File: src/rtl/kbt_pkg.sv
`default_nettype none
// kbt_pkg: shared constants and types for the keltner breakout trader
// no dependencies

package kbt_pkg;

  localparam int PriceW       = 28;
  localparam int AccW         = 40;
  localparam int PnlW         = 24;
  localparam int HistDepthDef = 512;
  localparam int AtrSeedDef   = 14;
  localparam int CntW         = 10;
  localparam int CntMax       = 1023;
  localparam int DivNumW      = 64;
  localparam int DivDenW      = 44;

  localparam logic [15:0] EMA_COEFF_RST  = 16'd6242;
  localparam logic [8:0]  LOOKBACK_RST   = 9'd200;
  localparam logic [11:0] BAND_MULT_RST  = 12'd512;
  localparam logic [11:0] STOP_MULT_RST  = 12'd640;
  localparam logic [15:0] HALF_SPRD_RST  = 16'd0;
  localparam logic [11:0] FEE_SCALE_RST  = 12'd256;

  localparam logic [2:0] REG_EMA_COEFF = 3'd0;
  localparam logic [2:0] REG_LOOKBACK  = 3'd1;
  localparam logic [2:0] REG_BAND_MULT = 3'd2;
  localparam logic [2:0] REG_STOP_MULT = 3'd3;
  localparam logic [2:0] REG_HALF_SPRD = 3'd4;
  localparam logic [2:0] REG_FEE_SCALE = 3'd5;

  localparam logic [1:0] EXIT_NONE = 2'd0;
  localparam logic [1:0] EXIT_STOP = 2'd1;
  localparam logic [1:0] EXIT_EMA  = 2'd2;

  typedef struct packed {
    logic [15:0] ema_coeff;
    logic [8:0]  trend_lookback;
    logic [11:0] band_mult;
    logic [11:0] stop_mult;
    logic [15:0] half_spread;
    logic [11:0] fee_scale;
  } kbt_cfg_t;

  // controller -> datapath
  typedef struct packed {
    logic load;       // capture bar, read history
    logic calc;       // ema / tr / atr numerator
    logic atr_start;  // start atr division
    logic decide;     // entry/exit decision
    logic pnl_start;  // start pnl division
    logic finish;     // write back, build result
  } kbt_cmd_t;

  // datapath -> controller
  typedef struct packed {
    logic div_done;
    logic need_pnl;
  } kbt_sts_t;

endpackage

`default_nettype wire

File: src/rtl/kbt_ctrl.sv
`default_nettype none
// kbt_ctrl: sequencer for one bar, handshakes and command strobes
// depends on kbt_pkg

module kbt_ctrl
  import kbt_pkg::*;
(
  input  wire logic     clk,
  input  wire logic     rst_n,
  input  wire logic     in_tvalid,
  output logic          in_tready,
  output logic          out_tvalid,
  input  wire logic     out_tready,
  output kbt_cmd_t      cmd,
  input  wire kbt_sts_t sts
);

  localparam logic [2:0] S_IDLE = 3'd0;
  localparam logic [2:0] S_CALC = 3'd1;
  localparam logic [2:0] S_ATRW = 3'd2;
  localparam logic [2:0] S_DEC  = 3'd3;
  localparam logic [2:0] S_PNLW = 3'd4;
  localparam logic [2:0] S_FIN  = 3'd5;
  localparam logic [2:0] S_OUT  = 3'd6;
  localparam logic [2:0] S_LOAD = 3'd7;

  logic [2:0] state_r, state_nxt;
  logic       acc;

  assign in_tready  = (state_r == S_IDLE);
  assign out_tvalid = (state_r == S_OUT);
  assign acc        = in_tvalid && in_tready;

  always_comb begin
    state_nxt = state_r;
    cmd       = '0;
    case (state_r)
      S_IDLE: begin
        cmd.load = acc;
        if (acc) state_nxt = S_LOAD;
      end
      S_LOAD: state_nxt = S_CALC;
      S_CALC: begin
        cmd.calc  = 1'b1;
        state_nxt = S_ATRW;
      end
      S_ATRW: begin
        if (sts.div_done) state_nxt = S_DEC;
      end
      S_DEC: begin
        cmd.decide = 1'b1;
        state_nxt  = S_PNLW;
      end
      S_PNLW: begin
        if (!sts.need_pnl || sts.div_done) state_nxt = S_FIN;
      end
      S_FIN: begin
        cmd.finish = 1'b1;
        state_nxt  = S_OUT;
      end
      S_OUT: begin
        if (out_tready) state_nxt = S_IDLE;
      end
      default: state_nxt = S_IDLE;
    endcase
    cmd.atr_start = (state_r == S_CALC);
    cmd.pnl_start = (state_r == S_DEC);
  end

  always_ff @(posedge clk) begin
    if (!rst_n) state_r <= S_IDLE;
    else        state_r <= state_nxt;
  end

endmodule

`default_nettype wire

File: config.mk
export PLATFORM = sky130hd
export DESIGN_NAME = kbt_ctrl
export DESIGN_NICKNAME = d
export VERILOG_FILES = /design/src/rtl/kbt_pkg.sv /design/src/rtl/kbt_ctrl.sv
export SDC_FILE = /design/constraint.sdc
export NUM_CORES = 1
export LEC_CHECK = 0
export BUFFER_PORTS_ARGS = -buffer_cell sky130_fd_sc_hd__buf_2
export CAP_MARGIN = 20
export CORE_AREA = 3 3 40 42
export DETAILED_ROUTE_END_ITERATION = 7
export DIE_AREA = 0 0 43 45
export GPL_TIMING_DRIVEN = 0
export PLACE_DENSITY = 0.52
export SLEW_MARGIN = 20
export SYNTH_ARGS = -nofsm -noshare
export SYNTH_HDL_FRONTEND = slang
export SYNTH_SLANG_ARGS = --single-unit
File: constraint.sdc
create_clock -name clk -period 1.6 [get_ports clk]
set_input_delay 0.24 -clock clk [delete_from_list [all_inputs] [get_ports clk]]
set_output_delay 0.24 -clock clk [all_outputs]
set_load 0.1 [all_outputs]
==> summary.txt, run 1 <==
Place
  • IO buf count: 13
  • RD Place Congestion: 0.771
  • Number of cells after detailed placement: 63
  • Detail Placement HPWL: between 400 and 500 um
  • Post-placement cell area: between 300 and 400 um2

Global routing
  • Global routing usage on met2: a little under an eighth
  • Number of global-route vias before repair: 292
  • Pin count of the biggest net entering global routing: 11
  • Global Route met3 Usage: less than 1%
  • Overflow left after global routing: 0
  • First-pass GRT wire length: 1.14 mm
  • Total global-route track usage: under 10%
  • Most used routing layer in global routing: met2
  • Met1 usage in global routing: between 10% and 20%
  • Initial antenna violation count: 0

Yosys
  • Number of nets in the synthesized netlist: 41
  • Share of Yosys cell area claimed by the top area cell type: about a quarter
  • Synthesized instance count: 35
  • Average cell area after synthesis: 7.04 um2
  • Netlist cell types: 20
  • Cell type with the highest aggregate area in the netlist: sky130_fd_sc_hd__dfxtp_1
  • Synthesized flop and latch total: 3
  • Synth warn: 0
  • Fraction of the yosys area taken by sequential cells: around 24%
  • Biggest area contributors in the synthesized netlist: sky130_fd_sc_hd__dfxtp_1 24%, sky130_fd_sc_hd__buf_4 9.1%, sky130_fd_sc_hd__and2_1 7.6%
  • Combined area of all synthesized cells: ~250 um2

Critical path
  • Cell at the slowest stage of the critical path: sky130_fd_sc_hd__dfxtp_1
  • Chain of cells forming the critical path: buf_6 > and2b_1 > nor2b_4 > buf_12 > buf_12
  • Sort of element at the end of the critical path: output port
  • Data required time at the worst endpoint: roughly 1.4 ns
  • Cell depth of the worst flop-to-flop path: 4
  • CP Data Arrival Time: about 1.4 ns
  • Biggest cell delay along the critical path: roughly 0.3 ns
  • Reg2Reg Launch Point: state_r[1]
  • Category of the most critical setup path: reg -> out
  • Cell seen most often among critical-path stages: sky130_fd_sc_hd__buf_12
  • Setup slack of the worst register-to-register path: 0.36 ns
  • Critical Path Sink: cmd[4]
  • End of the worst register-to-register path: state_r[0]
  • Max Fanout on Critical Path: 7
  • Launching element of the worst setup path: state_r[1]
  • Setup crit start kind: flop

Clock network
  • Worst-Skew Late Latency: between 0.2 and 0.25 ns
  • Clock root buffer: sky130_fd_sc_hd__clkbuf_4
  • Number of clock sinks seen by CTS: 3
  • CTS tree: built
  • Maximum buffer depth of the clock tree: 2
  • Total number of H-tree levels: 1
  • CTS Buf Count: 3
  • Number of hold buffers added after CTS: 0
  • Clock transition time at the flip-flop clock pins of the worst setup and hold paths: approximately 0.040 ns

Route
  • Drt initial violations: 4
  • First-pass DRT Iterations: 2
  • Total DRC errors in the routed layout: 0
  • Antenna-violating nets left: 0
  • DR vias/cell: approximately 4.5
  • Vias after detailed routing: 316
  • WL/cell: approximately 10 um
  • Total wire length after detailed routing: a little under 700 um

Floorplan
  • I/O pin count: 14
  • Area of the core: 1280 um2
  • Width of the die: roughly 43 um
  • Die Y: around 45 um
  • Number of standard-cell rows in the floorplan: 13
  • Effective utilization at floorplan: about a fifth
  • Area of the die: about 1900 um2

Timing
  • Final critical-path required period: ~1.6 ns
  • Max transition margin: 68.0%
  • Unrepaired setup endpoints after global routing: true
  • Slew Viols, Final: 0
  • Finish-stage setup viols: 0
  • Slew @ Worst Pin: roughly 0.48 ns
  • Final clock skew: ~0.0052 ns
  • Max frequency: between 600 and 700 MHz
  • Final hold violation count: 0
  • Period Utilization, post-route: ~99%

Final layout
  • Area growth syn-to-layout: 95.4%
  • Registers with the highest flip-flop counts: state_r (3)
  • Max reg flops: 3
  • Number of cells in the finished layout apart from fillers: 71
  • Nets@finish: 63
  • Layout cell share with drive strength beyond 1: between 50% and 60%
  • Antenna diode count: 0
  • Register with the most flip-flops: state_r
  • Post-route cell area: roughly 480 um2

Worst hold path
  • Type of the worst min-delay path: in -> reg

Run
  • Number of maximum-capacitance violations: 0

Run status
  • Outcome: completed
-- kinds of logic after synthesis --
| kind of cell | after synthesis | synth area share, % |
|---|---|---|
| and+or+nand+nor | 16 | 36.5 |
| DFF | 3 | 24.4 |
| buffers and inverters | 6 | 14.2 |
| AOI/OAI and AO/OA | 10 | 24.9 |
-- critical path: cells and delay by family, from the launching register on --
family	cells	cell delay, ns
AND/OR/NAND/NOR	2	0.41
buffers and inverters	3	0.40
flip-flops	1	0.30
-- routing by layer --
| layer | share of wire (%) | up-vias |
|---|---|---|
| met3 | 7.4 | 2 |
| li1 | - | 163 |
| met2 | 42 | 14 |
| met4 | 2.5 | 0 |
| met1 | 48 | 137 |
| met5 | 0 | - |
-- per-stage QoR --
stage | worst slack (ns) | TNS, ns | hold WS, ns | utilization, %
finish | 0.0139 | 0 | 0.285 | 37.5
global route | -0.0264 | -0.0264 | 0.318 | 37.5
CTS | -0.00176 | -0.00176 | 0.280 | 35.1
detailed placement | 0.0335 | 0 | 0.526 | 29.8
global placement | 0.0435 | 0 | 0.545 | 29.8
floorplan | -0.368 | -0.524 | 0.392 | -
-- how the worst min path moves through the flow --
stage	from	to	slack (ns)	cells after the start
6_report	rst_n	state_r[2]	0.29	3
5_1_grt	rst_n	state_r[2]	0.32	3
3_5_place_dp	rst_n	state_r[2]	0.53	3
3_3_place_gp	rst_n	state_r[0]	0.55	3
4_1_cts	rst_n	state_r[2]	0.28	3
2_1_floorplan	rst_n	state_r[2]	0.39	2
-- Yosys cell counts --
library cell and number:
sky130_fd_sc_hd__o22ai_1 3, sky130_fd_sc_hd__and2b_1 1, sky130_fd_sc_hd__nor2_1 2, sky130_fd_sc_hd__a31oi_1 1, sky130_fd_sc_hd__nor3_1 1, sky130_fd_sc_hd__or3b_1 1
sky130_fd_sc_hd__nor2b_1 2, sky130_fd_sc_hd__buf_4 3, sky130_fd_sc_hd__nand2b_1 1, sky130_fd_sc_hd__dfxtp_1 3, sky130_fd_sc_hd__buf_2 1, sky130_fd_sc_hd__o311ai_1 1
sky130_fd_sc_hd__a21oi_1 1, sky130_fd_sc_hd__o21ai_0 3, sky130_fd_sc_hd__and2_1 3, sky130_fd_sc_hd__o21a_1 1, sky130_fd_sc_hd__inv_1 1, sky130_fd_sc_hd__clkbuf_1 1
sky130_fd_sc_hd__nand2_1 4, sky130_fd_sc_hd__and3b_1 1
-- final cells by class --
| type | count | area [um2] |
|---|---|---|
| plain buffers | 5 | 63.8 |
| clock buffers | 4 | 26.3 |
| fillers | 137 | 803 |
| inverters | 1 | 3.75 |
| multi-input cells | 26 | 175 |
| flip-flops and latches | 3 | 61.3 |
| well taps | 15 | 18.8 |
| repair buffers | 17 | 133 |
-- cells in the final DEF (no fill, tap or decap) --
cell | netlist | layout
sky130_fd_sc_hd__and2b_1 | 1 | 1
sky130_fd_sc_hd__buf_2 | 1 | 6
sky130_fd_sc_hd__nor2_1 | 2 | 2
sky130_fd_sc_hd__buf_6 | 0 | 4
sky130_fd_sc_hd__dfxtp_2 | 0 | 1
sky130_fd_sc_hd__buf_4 | 3 | 9
sky130_fd_sc_hd__nand2_1 | 4 | 4
sky130_fd_sc_hd__o21a_1 | 1 | 1
sky130_fd_sc_hd__and2_2 | 0 | 1
sky130_fd_sc_hd__nor3_4 | 0 | 1
sky130_fd_sc_hd__nor2b_4 | 0 | 1
sky130_fd_sc_hd__or3b_1 | 1 | 1
sky130_fd_sc_hd__and3b_2 | 0 | 1
sky130_fd_sc_hd__o22ai_1 | 3 | 3
sky130_fd_sc_hd__a21oi_1 | 1 | 1
sky130_fd_sc_hd__nand2b_1 | 1 | 1
sky130_fd_sc_hd__a31oi_1 | 1 | 1
sky130_fd_sc_hd__clkbuf_4 | 0 | 3
sky130_fd_sc_hd__o21ai_0 | 3 | 3
sky130_fd_sc_hd__dfxtp_1 | 3 | 2
sky130_fd_sc_hd__buf_12 | 0 | 2
sky130_fd_sc_hd__nor2b_1 | 2 | 1
sky130_fd_sc_hd__and2_1 | 3 | 1
sky130_fd_sc_hd__clkbuf_8 | 0 | 1
sky130_fd_sc_hd__and2_4 | 0 | 1
sky130_fd_sc_hd__o311ai_1 | 1 | 1
sky130_fd_sc_hd__clkbuf_1 | 1 | 1
sky130_fd_sc_hd__inv_1 | 1 | 1
-- repair_timing --
item                       CTS  global route
gates resized for setup     12             1
pin swaps                    0             0
setup endpoints to repair    7             3
setup buffers                0             4
Power of run 1 is not shown: default switching activity piles up to over one toggle a cycle in this logic, so the estimate is an artifact.
==> run 2: changes to the inputs <==
Settings changed: SETUP_SLACK_MARGIN set to 0.4.
==> run 2 against run 1 <==
Count of clock-buffer cells in the layout did not move. Register-to-register slack got worse by 0.14 ns. Critical path depth did not move. Non-clock buffer count is 5 higher. Maximum frequency is 2.3% higher. Cell area rose by 30%. Critical path type unchanged.
==> summary.txt, run 2 (same netlist as run 1, synthesis figures left out) <==
Global routing
  • Overflow left after global routing: 0
  • Pin count of the biggest net entering global routing: 10
  • Global routing usage on met2: a little under an eighth
  • Initial antenna violation count: 0
  • Most used routing layer in global routing: met2
  • Total global-route track usage: about 7.1%
  • Global Route met3 Usage: 0.398%
  • Met1 usage in global routing: 9.13%
  • First-pass GRT wire length: 1.08 mm
  • Number of global-route vias before repair: 280

Timing
  • Slew Viols, Final: 0
  • Max frequency: about 650 MHz
  • Final hold violation count: 0
  • Max transition margin: between 80% and 90%
  • Finish-stage setup viols: 0
  • Unrepaired setup endpoints after global routing: true
  • Final clock skew: between 0.002 and 0.003 ns
  • Final critical-path required period: approximately 1.5 ns
  • Period Utilization, post-route: between 90% and 100%
  • Final hold slack: 0.315 ns
  • Slew @ Worst Pin: roughly 0.27 ns

Floorplan
  • Die Y: roughly 45 um
  • Width of the die: 43 um
  • Area of the die: about 1900 um2
  • Area of the core: 1280 um2
  • Number of standard-cell rows in the floorplan: 13
  • Effective utilization at floorplan: 19.2%
  • I/O pin count: 14

Clock network
  • Number of clock sinks seen by CTS: 3
  • Maximum buffer depth of the clock tree: 2
  • CTS Buf Count: 3
  • Clock root buffer: sky130_fd_sc_hd__clkbuf_4
  • Total number of H-tree levels: 1
  • Clock transition time at the flip-flop clock pins of the worst setup and hold paths: roughly 0.04 ns
  • Worst-Skew Late Latency: between 0.2 and 0.25 ns
  • CTS tree: built

Place
  • IO buf count: 13
  • Post-placement cell area: 387 um2
  • RD Place Congestion: approximately 0.73

Worst hold path
  • Depth of the worst hold-timing path: 3
  • Type of the worst min-delay path: in -> reg

Final layout
  • Register with the most flip-flops: state_r
  • Nets@finish: 68
  • Registers with the highest flip-flop counts: state_r (3)
  • Post-route cell area: 628 um2
  • Area growth syn-to-layout: 155%
  • Layout cell share with drive strength beyond 1: between 60% and 70%
  • Max reg flops: 3
  • Most frequent cells in the layout: 8 x sky130_fd_sc_hd__buf_12, 8 x sky130_fd_sc_hd__buf_4, 5 x sky130_fd_sc_hd__buf_6, 5 x sky130_fd_sc_hd__buf_2, 4 x sky130_fd_sc_hd__nand2_1
  • Antenna diode count: 0

Route
  • DR vias/cell: 4.45
  • Total wire length after detailed routing: between 800 and 900 um
  • Drt initial violations: 5
  • First-pass DRT Iterations: 4
  • Total DRC errors in the routed layout: 0
  • Antenna-violating nets left: 0
  • Vias after detailed routing: approximately 340
  • WL/cell: between 10 and 15 um

Critical path
  • Cell seen most often among critical-path stages: sky130_fd_sc_hd__buf_12
  • Max Fanout on Critical Path: 6
  • Setup crit start kind: flop
  • Biggest cell delay along the critical path: approximately 0.30 ns
  • Cell depth of the worst flop-to-flop path: 7
  • Data required time at the worst endpoint: approximately 1.4 ns
  • CP Data Arrival Time: about 1.3 ns
  • Sort of element at the end of the critical path: output port
  • Category of the most critical setup path: reg -> out
  • Chain of cells forming the critical path: buf_6 > and2b_1 > nor2b_4 > buf_12 > buf_12
  • Cell at the slowest stage of the critical path: sky130_fd_sc_hd__dfxtp_1

Run status
  • Outcome: completed

Run
  • Number of maximum-capacitance violations: 0
==> run 2: worst paths after layout <==
kind                                  from    endpoint  slack [ns]
worst min-delay path                 rst_n  state_r[2]        0.32
worst max-delay path            state_r[1]      cmd[4]        0.05
worst max register to register  state_r[1]  state_r[2]        0.22
worst min register to register  state_r[0]  state_r[0]        0.69
==> run 2: stage by stage <==
step                util [%]  TNS [ns]  cells  setup WS [ns]
floorplan                  -    -0.536     35         -0.368
global placement        30.1         0     63         0.0243
detailed placement      30.1         0     63         0.0195
CTS                     45.8         0     73         0.0469
global route            48.9         0     76         0.0291
finish                  48.9         0     76         0.0501
==> run 2: cell type report <==
| cell class | instances | area, um2 |
|---|---|---|
| fillers | 117 | 657 |
| repair buffers | 22 | 248 |
| multi-input cells | 26 | 201 |
| plain buffers | 5 | 68.8 |
| flip-flops and latches | 3 | 61.3 |
| clock buffers | 4 | 26.3 |
| well taps | 15 | 18.8 |
| inverters | 1 | 3.75 |
==> run 2: critical path: cells and delay by family (launching register included) <==
| kind | cells | cell delay (ns) |
|---|---|---|
| simple gates | 2 | 0.38 |
| flops | 1 | 0.30 |
| buf+inv | 3 | 0.39 |
==> run 2: per-layer routing <==
layer,up-vias,part of all wire [%]
li1,171,-
met1,153,44
met2,14,50
met3,0,5.7
met4,0,0
met5,-,0
==> run 2: repair_timing <==
action	CTS	global route
cloned	0	0
hold buffers	0	0
hold endpoints to repair	0	0
resized for setup	35	4
setup buffers	6	3
pin swaps	4	3
endpoints found under the setup margin	9	11
Power of run 2 is left out for the same reason.
